**src/design/ahtu_pkg.sv**
```systemverilog
`default_nettype none
package ahtu_pkg;

  localparam int unsigned DEPTH_DEF = 64;

  localparam int unsigned WIN_W = 7;
  localparam logic [WIN_W-1:0] WIN_RESET = 7'd64;
  localparam int unsigned SMP_W = 32;
  localparam int unsigned ST_W = 2;
  localparam int unsigned PT_W = 16;

  localparam int unsigned RW = 54;
  localparam int unsigned DW = 38;
  localparam int unsigned QW = 16;
  localparam int unsigned KW = 4;

  localparam logic [21:0] Y_SCALE = 22'd2752534;
  localparam logic [21:0] Y_STEP = 22'd2621440;
  localparam logic [5:0] Y_DEN = 6'd44;
  localparam logic [17:0] X_NUM = 18'd131070;
  localparam logic [PT_W-1:0] FLAT_Y = 16'd32768;

  typedef struct packed {
    logic accept;
    logic load_empty;
    logic scan_init;
    logic scan_step;
    logic span_calc;
    logic setup;
    logic div_step;
    logic xset;
    logic pt_diff;
    logic pt_load;
    logic load_point;
  } cmd_t;

  typedef struct packed {
    logic few;
    logic scan_last;
    logic div_last;
    logic flat;
    logic out_last;
  } sts_t;

endpackage
`default_nettype wire

```
**src/design/ahtu_in_if.sv**
```systemverilog
`default_nettype none
interface ahtu_in_if import ahtu_pkg::*; ();
  logic valid;
  logic ready;
  logic has_sample;
  logic signed [SMP_W-1:0] sample_value;
  logic [ST_W-1:0] reading_state;

  modport source(output valid, has_sample, sample_value, reading_state, input ready);
  modport sink(input valid, has_sample, sample_value, reading_state, output ready);
endinterface
`default_nettype wire

```
**src/design/ahtu_out_if.sv**
```systemverilog
`default_nettype none
interface ahtu_out_if import ahtu_pkg::*; ();
  logic valid;
  logic ready;
  logic trace_empty;
  logic [PT_W-1:0] point_x;
  logic [PT_W-1:0] point_y;
  logic last_point;
  logic [ST_W-1:0] state_out;

  modport source(output valid, trace_empty, point_x, point_y, last_point, state_out,
                 input ready);
  modport sink(input valid, trace_empty, point_x, point_y, last_point, state_out,
               output ready);
endinterface
`default_nettype wire

```
**src/design/autoscaled_history_trace_unit.sv**
```systemverilog
// Autoscaled history trace: each reading transfer is taken only while the unit is idle, appends
// its sample to the window when it carries one, and then redraws the trace as one result
// transfer per held sample (or a single empty-trace result when fewer than two are held). A
// redraw is paced by the 16-step shared divider, used once for the horizontal step and once per
// point for the vertical position (skipped when all samples are equal), by the window scan
// through the registered sample memory, and by any output stall.
`default_nettype none
module autoscaled_history_trace_unit import ahtu_pkg::*; #(
  parameter int unsigned DEPTH = DEPTH_DEF
) (
  input  logic clk_i,
  input  logic rst_ni,
  ahtu_in_if.sink in_i,
  ahtu_out_if.source out_o,
  input  logic cfg_we_i,
  input  logic [WIN_W-1:0] cfg_wdata_i
);

  cmd_t cmd;
  sts_t sts;

  ahtu_ctrl u_ctrl (
    .clk_i       (clk_i),
    .rst_ni      (rst_ni),
    .in_valid_i  (in_i.valid),
    .in_ready_o  (in_i.ready),
    .out_valid_o (out_o.valid),
    .out_ready_i (out_o.ready),
    .sts_i       (sts),
    .cmd_o       (cmd)
  );

  ahtu_dpath #(.DEPTH(DEPTH)) u_dpath (
    .clk_i           (clk_i),
    .rst_ni          (rst_ni),
    .cfg_we_i        (cfg_we_i),
    .cfg_wdata_i     (cfg_wdata_i),
    .has_sample_i    (in_i.has_sample),
    .sample_value_i  (in_i.sample_value),
    .reading_state_i (in_i.reading_state),
    .cmd_i           (cmd),
    .sts_o           (sts),
    .trace_empty_o   (out_o.trace_empty),
    .point_x_o       (out_o.point_x),
    .point_y_o       (out_o.point_y),
    .last_point_o    (out_o.last_point),
    .state_out_o     (out_o.state_out)
  );

endmodule
`default_nettype wire

```
**src/design/ahtu_ctrl.sv**
```systemverilog
`default_nettype none
module ahtu_ctrl import ahtu_pkg::*; (
  input  logic clk_i,
  input  logic rst_ni,
  input  logic in_valid_i,
  output logic in_ready_o,
  output logic out_valid_o,
  input  logic out_ready_i,
  input  sts_t sts_i,
  output cmd_t cmd_o
);

  localparam logic [3:0] S_IDLE = 4'd0;
  localparam logic [3:0] S_PREP = 4'd1;
  localparam logic [3:0] S_SRD  = 4'd2;
  localparam logic [3:0] S_SCMP = 4'd3;
  localparam logic [3:0] S_SPAN = 4'd4;
  localparam logic [3:0] S_SETUP = 4'd5;
  localparam logic [3:0] S_XDIV = 4'd6;
  localparam logic [3:0] S_XSET = 4'd7;
  localparam logic [3:0] S_PRD  = 4'd8;
  localparam logic [3:0] S_PDIF = 4'd9;
  localparam logic [3:0] S_PLD  = 4'd10;
  localparam logic [3:0] S_PDIV = 4'd11;
  localparam logic [3:0] S_PPT  = 4'd12;
  localparam logic [3:0] S_OUT  = 4'd13;

  logic [3:0] state_q, state_d;

  always_ff @(posedge clk_i or negedge rst_ni) begin
    if (!rst_ni) begin
      state_q <= S_IDLE;
    end else begin
      state_q <= state_d;
    end
  end

  always_comb begin
    state_d = state_q;
    cmd_o = '0;
    in_ready_o = 1'b0;
    out_valid_o = 1'b0;
    case (state_q)
      S_IDLE: begin
        in_ready_o = 1'b1;
        if (in_valid_i) begin
          cmd_o.accept = 1'b1;
          state_d = S_PREP;
        end
      end
      S_PREP: begin
        if (sts_i.few) begin
          cmd_o.load_empty = 1'b1;
          state_d = S_OUT;
        end else begin
          cmd_o.scan_init = 1'b1;
          state_d = S_SRD;
        end
      end
      S_SRD: state_d = S_SCMP;
      S_SCMP: begin
        cmd_o.scan_step = 1'b1;
        state_d = sts_i.scan_last ? S_SPAN : S_SRD;
      end
      S_SPAN: begin
        cmd_o.span_calc = 1'b1;
        state_d = S_SETUP;
      end
      S_SETUP: begin
        cmd_o.setup = 1'b1;
        state_d = S_XDIV;
      end
      S_XDIV: begin
        cmd_o.div_step = 1'b1;
        if (sts_i.div_last) begin
          state_d = S_XSET;
        end
      end
      S_XSET: begin
        cmd_o.xset = 1'b1;
        state_d = S_PRD;
      end
      S_PRD: state_d = S_PDIF;
      S_PDIF: begin
        cmd_o.pt_diff = 1'b1;
        state_d = sts_i.flat ? S_PPT : S_PLD;
      end
      S_PLD: begin
        cmd_o.pt_load = 1'b1;
        state_d = S_PDIV;
      end
      S_PDIV: begin
        cmd_o.div_step = 1'b1;
        if (sts_i.div_last) begin
          state_d = S_PPT;
        end
      end
      S_PPT: begin
        cmd_o.load_point = 1'b1;
        state_d = S_OUT;
      end
      S_OUT: begin
        out_valid_o = 1'b1;
        if (out_ready_i) begin
          state_d = sts_i.out_last ? S_IDLE : S_PRD;
        end
      end
      default: state_d = S_IDLE;
    endcase
  end

endmodule
`default_nettype wire

```
**src/design/ahtu_dpath.sv**
```systemverilog
`default_nettype none
module ahtu_dpath import ahtu_pkg::*; #(
  parameter int unsigned DEPTH = DEPTH_DEF
) (
  input  logic clk_i,
  input  logic rst_ni,
  input  logic cfg_we_i,
  input  logic [WIN_W-1:0] cfg_wdata_i,
  input  logic has_sample_i,
  input  logic signed [SMP_W-1:0] sample_value_i,
  input  logic [ST_W-1:0] reading_state_i,
  input  cmd_t cmd_i,
  output sts_t sts_o,
  output logic trace_empty_o,
  output logic [PT_W-1:0] point_x_o,
  output logic [PT_W-1:0] point_y_o,
  output logic last_point_o,
  output logic [ST_W-1:0] state_out_o
);

  localparam int unsigned AW = $clog2(DEPTH);
  localparam int unsigned FW = $clog2(DEPTH + 1);
  localparam int unsigned XW = FW + 1;

  logic signed [SMP_W-1:0] mem [DEPTH];
  logic signed [SMP_W-1:0] rd_data_q;

  logic [AW-1:0] wp_q, rd_ptr_q;
  logic [FW-1:0] fill_q, cnt_q;
  logic [WIN_W-1:0] win_q;
  logic signed [SMP_W-1:0] lo_q, hi_q;
  logic [SMP_W-1:0] span_q, diff_q;
  logic [RW-1:0] ks_q, rem_q, dsh_q;
  logic [DW-1:0] den44_q;
  logic [QW-1:0] quo_q;
  logic [KW-1:0] k_q;
  logic [PT_W-1:0] xa_q, xq_q;
  logic [XW-1:0] xb_q, xr_q;
  logic [ST_W-1:0] st_q;
  logic empty_q, last_q;
  logic [PT_W-1:0] px_q, py_q;

  logic [FW-1:0] eff_cur, eff_new, nm1;
  logic [XW-1:0] xden, base_w;
  logic [AW-1:0] base, rd_nxt, wp_nxt;
  logic [XW:0] xsum;
  logic signed [SMP_W:0] vdiff, sdiff;
  logic [RW-1:0] num_y;
  logic div_ge;

  function automatic logic [FW-1:0] eff_win(input logic [WIN_W-1:0] w);
    logic [FW-1:0] r;
    if (w == '0) begin
      r = FW'(1);
    end else if (32'(w) > DEPTH) begin
      r = FW'(DEPTH);
    end else begin
      r = FW'(w);
    end
    return r;
  endfunction

  assign eff_cur = eff_win(win_q);
  assign eff_new = eff_win(cfg_wdata_i);
  assign nm1 = fill_q - FW'(1);
  assign xden = {nm1, 1'b0};
  assign base_w = (XW'(wp_q) >= XW'(fill_q)) ? XW'(wp_q) - XW'(fill_q)
                                             : XW'(wp_q) + XW'(DEPTH) - XW'(fill_q);
  assign base = base_w[AW-1:0];
  assign rd_nxt = (rd_ptr_q == AW'(DEPTH - 1)) ? '0 : rd_ptr_q + 1'b1;
  assign wp_nxt = (wp_q == AW'(DEPTH - 1)) ? '0 : wp_q + 1'b1;
  assign xsum = (XW + 1)'(xr_q) + (XW + 1)'(xb_q);
  assign vdiff = (SMP_W + 1)'(rd_data_q) - (SMP_W + 1)'(lo_q);
  assign sdiff = (SMP_W + 1)'(hi_q) - (SMP_W + 1)'(lo_q);
  assign num_y = ks_q - RW'(diff_q) * RW'(Y_STEP);
  assign div_ge = rem_q >= dsh_q;

  assign sts_o.few = fill_q < FW'(2);
  assign sts_o.scan_last = cnt_q == nm1;
  assign sts_o.div_last = k_q == '0;
  assign sts_o.flat = span_q == '0;
  assign sts_o.out_last = last_q;

  always_ff @(posedge clk_i) begin
    if (cmd_i.accept && has_sample_i) begin
      mem[wp_q] <= sample_value_i;
    end
    rd_data_q <= mem[rd_ptr_q];
  end

  always_ff @(posedge clk_i or negedge rst_ni) begin
    if (!rst_ni) begin
      wp_q <= '0;
      fill_q <= '0;
      win_q <= WIN_RESET;
    end else begin
      if (cfg_we_i) begin
        win_q <= cfg_wdata_i;
        if (fill_q > eff_new) begin
          fill_q <= eff_new;
        end
      end else if (cmd_i.accept && has_sample_i) begin
        wp_q <= wp_nxt;
        fill_q <= (fill_q < eff_cur) ? fill_q + FW'(1) : eff_cur;
      end
    end
  end

  always_ff @(posedge clk_i) begin
    if (cmd_i.accept) begin
      st_q <= reading_state_i;
    end
    if (cmd_i.scan_init) begin
      rd_ptr_q <= base;
      cnt_q <= '0;
    end
    if (cmd_i.scan_step) begin
      if (cnt_q == '0) begin
        lo_q <= rd_data_q;
        hi_q <= rd_data_q;
      end else begin
        if (rd_data_q < lo_q) lo_q <= rd_data_q;
        if (rd_data_q > hi_q) hi_q <= rd_data_q;
      end
      cnt_q <= cnt_q + FW'(1);
      rd_ptr_q <= rd_nxt;
    end
    if (cmd_i.span_calc) begin
      span_q <= sdiff[SMP_W-1:0];
    end
    if (cmd_i.setup) begin
      ks_q <= RW'(span_q) * RW'(Y_SCALE);
      den44_q <= DW'(span_q) * DW'(Y_DEN);
      rem_q <= RW'(X_NUM);
      dsh_q <= RW'(xden) << (QW - 1);
      quo_q <= '0;
      k_q <= KW'(QW - 1);
    end
    if (cmd_i.pt_load) begin
      rem_q <= num_y;
      dsh_q <= RW'(den44_q) << (QW - 1);
      quo_q <= '0;
      k_q <= KW'(QW - 1);
    end
    if (cmd_i.div_step) begin
      if (div_ge) begin
        rem_q <= rem_q - dsh_q;
      end
      quo_q <= {quo_q[QW-2:0], div_ge};
      dsh_q <= dsh_q >> 1;
      k_q <= k_q - 1'b1;
    end
    if (cmd_i.xset) begin
      xa_q <= quo_q;
      xb_q <= rem_q[XW-1:0];
      xq_q <= '0;
      xr_q <= XW'(nm1);
      cnt_q <= '0;
      rd_ptr_q <= base;
    end
    if (cmd_i.pt_diff) begin
      diff_q <= vdiff[SMP_W-1:0];
    end
    if (cmd_i.load_empty) begin
      empty_q <= 1'b1;
      px_q <= '0;
      py_q <= '0;
      last_q <= 1'b1;
    end
    if (cmd_i.load_point) begin
      empty_q <= 1'b0;
      px_q <= xq_q;
      py_q <= (span_q == '0) ? FLAT_Y : quo_q;
      last_q <= cnt_q == nm1;
      cnt_q <= cnt_q + FW'(1);
      rd_ptr_q <= rd_nxt;
      if (xsum >= (XW + 1)'(xden)) begin
        xq_q <= xq_q + xa_q + 1'b1;
        xr_q <= XW'(xsum - (XW + 1)'(xden));
      end else begin
        xq_q <= xq_q + xa_q;
        xr_q <= XW'(xsum);
      end
    end
  end

  assign trace_empty_o = empty_q;
  assign point_x_o = px_q;
  assign point_y_o = py_q;
  assign last_point_o = last_q;
  assign state_out_o = st_q;

endmodule
`default_nettype wire

```
**src/flat_wrapper.sv**
```systemverilog
// flat-port wrapper written by rule: the top's interface ports become plain ports
module autoscaled_history_trace_unit_flat import ahtu_pkg::*;
#(
  parameter int unsigned DEPTH = DEPTH_DEF
)
  (clk_i, rst_ni, cfg_we_i, cfg_wdata_i, in_i_valid, in_i_has_sample, in_i_sample_value, in_i_reading_state, in_i_ready, out_o_valid, out_o_trace_empty, out_o_point_x, out_o_point_y, out_o_last_point, out_o_state_out, out_o_ready);
  ahtu_in_if in_i_i ();
  ahtu_out_if out_o_i ();
  input  logic clk_i;
  input  logic rst_ni;
  input  logic cfg_we_i;
  input  logic [WIN_W-1:0] cfg_wdata_i;
  input wire logic [$bits(in_i_i.valid)-1:0] in_i_valid;
  input wire logic [$bits(in_i_i.has_sample)-1:0] in_i_has_sample;
  input wire logic [$bits(in_i_i.sample_value)-1:0] in_i_sample_value;
  input wire logic [$bits(in_i_i.reading_state)-1:0] in_i_reading_state;
  output wire logic [$bits(in_i_i.ready)-1:0] in_i_ready;
  output wire logic [$bits(out_o_i.valid)-1:0] out_o_valid;
  output wire logic [$bits(out_o_i.trace_empty)-1:0] out_o_trace_empty;
  output wire logic [$bits(out_o_i.point_x)-1:0] out_o_point_x;
  output wire logic [$bits(out_o_i.point_y)-1:0] out_o_point_y;
  output wire logic [$bits(out_o_i.last_point)-1:0] out_o_last_point;
  output wire logic [$bits(out_o_i.state_out)-1:0] out_o_state_out;
  input wire logic [$bits(out_o_i.ready)-1:0] out_o_ready;
  assign in_i_i.valid = in_i_valid;
  assign in_i_i.has_sample = in_i_has_sample;
  assign in_i_i.sample_value = in_i_sample_value;
  assign in_i_i.reading_state = in_i_reading_state;
  assign in_i_ready = in_i_i.ready;
  assign out_o_valid = out_o_i.valid;
  assign out_o_trace_empty = out_o_i.trace_empty;
  assign out_o_point_x = out_o_i.point_x;
  assign out_o_point_y = out_o_i.point_y;
  assign out_o_last_point = out_o_i.last_point;
  assign out_o_state_out = out_o_i.state_out;
  assign out_o_i.ready = out_o_ready;
  autoscaled_history_trace_unit #(.DEPTH(DEPTH)) u_core (.clk_i(clk_i), .rst_ni(rst_ni), .in_i(in_i_i), .out_o(out_o_i), .cfg_we_i(cfg_we_i), .cfg_wdata_i(cfg_wdata_i));
endmodule
```
**config.mk**
```make
export PLATFORM = sky130hd
export DESIGN_NAME = autoscaled_history_trace_unit_flat
export DESIGN_NICKNAME = d
export VERILOG_FILES = /design/src/design/ahtu_pkg.sv /design/src/design/ahtu_in_if.sv /design/src/design/ahtu_out_if.sv /design/src/design/autoscaled_history_trace_unit.sv /design/src/design/ahtu_ctrl.sv /design/src/design/ahtu_dpath.sv /design/src/flat_wrapper.sv
export SDC_FILE = /design/constraint.sdc
export NUM_CORES = 2
export LEC_CHECK = 0
export ABC_AREA = 1
export BUFFER_PORTS_ARGS = -buffer_cell sky130_fd_sc_hd__buf_2
export CAP_MARGIN = 20
export CORE_MARGIN = 4
export CORE_UTILIZATION = 50
export DETAILED_ROUTE_END_ITERATION = 6
export GPL_TIMING_DRIVEN = 1
export PLACE_DENSITY = 0.79
export SYNTH_ARGS = -nofsm -noshare
export SYNTH_HDL_FRONTEND = slang
export SYNTH_SLANG_ARGS = --single-unit
```
**constraint.sdc**
```tcl
create_clock -name clk_i -period 8.45 [get_ports clk_i]
set_clock_uncertainty 0.2 [all_clocks]
set_input_delay 0.4225 -clock clk_i [delete_from_list [all_inputs] [get_ports clk_i]]
set_output_delay 0.4225 -clock clk_i [all_outputs]
set_load 0.005 [all_outputs]
```
==> impl_metrics.tcl <==
set metrics [dict create \
    status "finished clean" \
    crit_path_end_kind "flip-flop" \
    met3WireLength_um 36100 \
    critical_path_class "reg -> reg" \
    clock_tree_from_tritoncts "built" \
    count_of_inserted_antenna_diode_cells 0 \
    core_region_area_um2 249000 \
    syn_to_final_growth_pct 11.1 \
    postSynthRegisterBits 2542 \
    row_count 183 \
    iter_0_drt_violations 12700 \
    combinationalPowerShare_pct 47.7 \
    start_kind "flip-flop" \
    critical_path.max_fanout 6 \
    leakagePower_nw 52.5 \
    synthArstFlopShare_pct 0.944 \
    synth.mux.area_fraction_pct 0 \
    cts_setup_buffers 0 \
    final_antenna_net_count 0 \
    yosys_most_used_dff "sky130_fd_sc_hd__edfxtp_1" \
    yosys.area_share.adder_pct 8.56 \
    synth_edf_count 2431 \
    netlist_instances 11700 \
    number_of_global_route_vias_before_repair 87200 \
    grt_setup_unrepaired "no" \
    numCtsBuffers 277 \
    worstHoldPathCells 0 \
    clockPowerShare_pct 22.4 \
    antenna_violations_before_repair 6 \
    fin_tns_setup_ps 0 \
    intPower_mw 29.5 \
    gp_congestion 0.990 \
    critical_path_required_ps 8890 \
    die-width_um 508 \
    detailroute.via_count 91700 \
    drive_above_1_share_pct 6.18 \
    critical_path.reg2reg.startpoint "u_core.u_dpath.span_q[1]$_DFFE_PP_" \
    worstHoldPathType "reg -> reg" \
    routed_wire_length_per_instance_um 23.9 \
    layout_net_count 12600 \
    fp.dieH_um 508 \
    worst_reg_to_reg_path_cell_count 21 \
    ys.warnings.count 0 \
    cp-startpoint "u_core.u_dpath.span_q[1]$_DFFE_PP_" \
    setup_viol 0 \
    max-cap-violations 0 \
    dominant_combinational_cell_family_by_area_after_synthesis "simple AND/OR/NAND/NOR gates" \
    pin_count 85 \
    maximum_number_of_pins_on_one_net_before_global_route_repair 205 \
    power_per_cell_area_nw_per_um2 378 \
    drt_drc_violations_left 0 \
    numPortBuffers 84 \
    vdd_ir_drop_max_mv 0.264 \
    clk_latency_ps 960 \
    post_cts_resized 0 \
    global_route_total_usage_across_every_layer_pct 27.5 \
    ctsLongestPathBuffers 4 \
    hold_violations 0 \
    ctsHtreeMaxLevel 5 \
    syn-cell-area_um2 125000 \
    globalRoute.totalOverflow 0 \
    routed_via_density 5.98 \
    drt-met1-wl_um 137000 \
    cts_sinks 2542 \
    p_seq_share_pct 29.9 \
    drt-total-wl_um 366000 \
    ys_seq_area_share_pct 60.3 \
    timing.final.max_slew_violations 0 \
    drt-pass1-iter-count 7 \
    synth_xor_xnor_area_share_pct 1.67 \
    switching_share_pct 43.9 \
    synth_compound_area_share_pct 11.6 \
    placedCellCount 14800 \
    fmax_mhz 171 \
    hp-start "u_core.u_dpath.quo_q[11]$_SDFFCE_PP0P_" \
    layout_commonest_cell "sky130_fd_sc_hd__edfxtp_1" \
    clk_transition_reported_paths_ps 60 \
    wl_met2_um 172000 \
    layout.cells.most_common_list "sky130_fd_sc_hd__edfxtp_1, sky130_fd_sc_hd__nand2_1, sky130_fd_sc_hd__nor2_1" \
    worst-slew-pin-transition_ps 1160 \
    netlist-cell-type-count 53 \
    cp_data_arrival_time_ps 6300 \
    cts.hold.buffers_added 55 \
    post_synth_and_or_nand_nor_area_fraction_pct 12.9 \
    grt_pass1_wl_um 540000 \
    cts_root_buf "sky130_fd_sc_hd__clkbuf_16" \
    p_sw_mw 23.1 \
    min_period_over_period_pct 69.4 \
    fp.dieArea_um2 258000 \
    post_layout_nonfiller_instances 15300 \
    route.top_layer_used "met5" \
    postSynthNetCount 12500 \
    initial_core_util_pct 50.3 \
    fin_crit_ps 5860 \
    synthesis.area_per_instance_um2 10.7 \
    dpl.hpwl_um 233000 \
    worst_slew_margin_rel_pct 22.7 \
]
-- area by class of cell --
cell class	instances	area, um2
clock buffers	343	7360
fillers	20300	110000
multi-input cells	7557	44000
inverters	1126	4250
repair buffers	306	2490
flip-flops and latches	2542	75300
well taps	3330	4170
clock inverters	128	1300
-- power by group through the flow --
stage / combinational (mW) / clock [mW] / sequential [mW]
finish: 25.1 / 11.8 / 15.7
global route: 27.4 / 12.4 / 15.8
CTS: 24.5 / 11.8 / 15.7
detailed placement: 24.3 / 0 / 16.0
global placement: 24.0 / 0 / 16.0
floorplan: 16.4 / 0 / 15.7
-- Yosys cell counts, drive strengths merged, types with 5 or more instances --
cell	count	share of area [%]
a211oi	7	0.042
a21boi	12	0.072
a21o	32	0.19
a21oi	475	1.9
a31oi	31	0.16
and2	5	0.025
buf	145	0.60
clkbuf	333	1.0
clkinv	7	0.021
dfrtp	23	0.46
dfxtp	87	1.4
edfxtp	2431	58
fa	124	2.0
ha	657	6.6
inv	1119	3.4
nand2	1604	4.8
nand3	513	2.1
nand3b	20	0.13
nand4	86	0.43
nor2	1676	5.0
nor3	64	0.27
nor4	14	0.070
o211ai	79	0.47
o21a	21	0.13
o21ai	1281	5.1
o21bai	53	0.32
o221ai	206	1.4
o22ai	338	1.7
or2	7	0.035
xnor2	77	0.54
xor2	162	1.1
-- flip-flops by register name, summed over array words and instances, names as in the netlist, 32 cells and up --
register                  cells
u_core.u_dpath.den44_q       36
u_core.u_dpath.diff_q        32
u_core.u_dpath.dsh_q         53
u_core.u_dpath.hi_q          32
u_core.u_dpath.ks_q          50
u_core.u_dpath.lo_q          32
u_core.u_dpath.mem         2048
u_core.u_dpath.rd_data_q     32
u_core.u_dpath.rem_q         54
u_core.u_dpath.span_q        32
-- worst max-delay path, stage by stage (launching register included) --
cell and delay, ps:
sky130_fd_sc_hd__edfxtp_1 510, sky130_fd_sc_hd__ha_1 370, sky130_fd_sc_hd__xor2_1 200, sky130_fd_sc_hd__ha_1 200
sky130_fd_sc_hd__or2_2 290, sky130_fd_sc_hd__ha_1 310, sky130_fd_sc_hd__ha_1 290, sky130_fd_sc_hd__fa_1 400
sky130_fd_sc_hd__fa_1 520, sky130_fd_sc_hd__inv_1 50, sky130_fd_sc_hd__fa_1 510, sky130_fd_sc_hd__inv_1 60
sky130_fd_sc_hd__ha_1 390, sky130_fd_sc_hd__nand2_1 130, sky130_fd_sc_hd__nor2_1 180, sky130_fd_sc_hd__inv_1 70
sky130_fd_sc_hd__nor2_1 130, sky130_fd_sc_hd__inv_1 80, sky130_fd_sc_hd__nor4_1 310, sky130_fd_sc_hd__nand3_1 130
sky130_fd_sc_hd__nand4_1 150, sky130_fd_sc_hd__xor2_1 80
-- worst paths after layout --
path | slack [ps] | to
min reg2reg | 190 | u_core.u_dpath.xa_q[11]$_DFFE_PP_
max reg2reg | 2590 | u_core.u_dpath.ks_q[42]$_DFFE_PP_
max | 2590 | u_core.u_dpath.ks_q[42]$_DFFE_PP_
max in group asynchronous | 7310 | u_core.u_dpath.wp_q[2]$_DFFE_PN0P_
min in group asynchronous | 480 | u_core.u_dpath.win_q[6]$_DFFE_PN1P_
min | 190 | u_core.u_dpath.xa_q[11]$_DFFE_PP_
-- metrics by stage --
step                util (%)  setup slack [ps]  power, mW  hold WS (ps)  cell area (um2)
global route            55.9              2230       55.5           200           139000
floorplan                  -               239       32.1         -73.1           125000
CTS                     55.8              2630       52.1          38.4           139000
detailed placement      52.1              2660       40.3           234           130000
global placement        52.1              2630       39.9           232           130000
finish                  55.9              2590       52.5           192           139000
-- cells by family after synthesis --
group,count (synthesis)
and+or+nand+nor,3997
DFF,2542
AOI/OAI and AO/OA,2540
buffers and inverters,1604
adders and majority gates,781
xor gates and xnor gates,239
-- per-layer routing --
metal  vias to the layer above  track usage (%)
met3                       942             4.53
met4                         2             13.8
met1                     43800             36.0
met5                         -                0
li1                      41500                -
met2                      5451             44.6
Note: power is estimated with default switching activity, not from simulation.
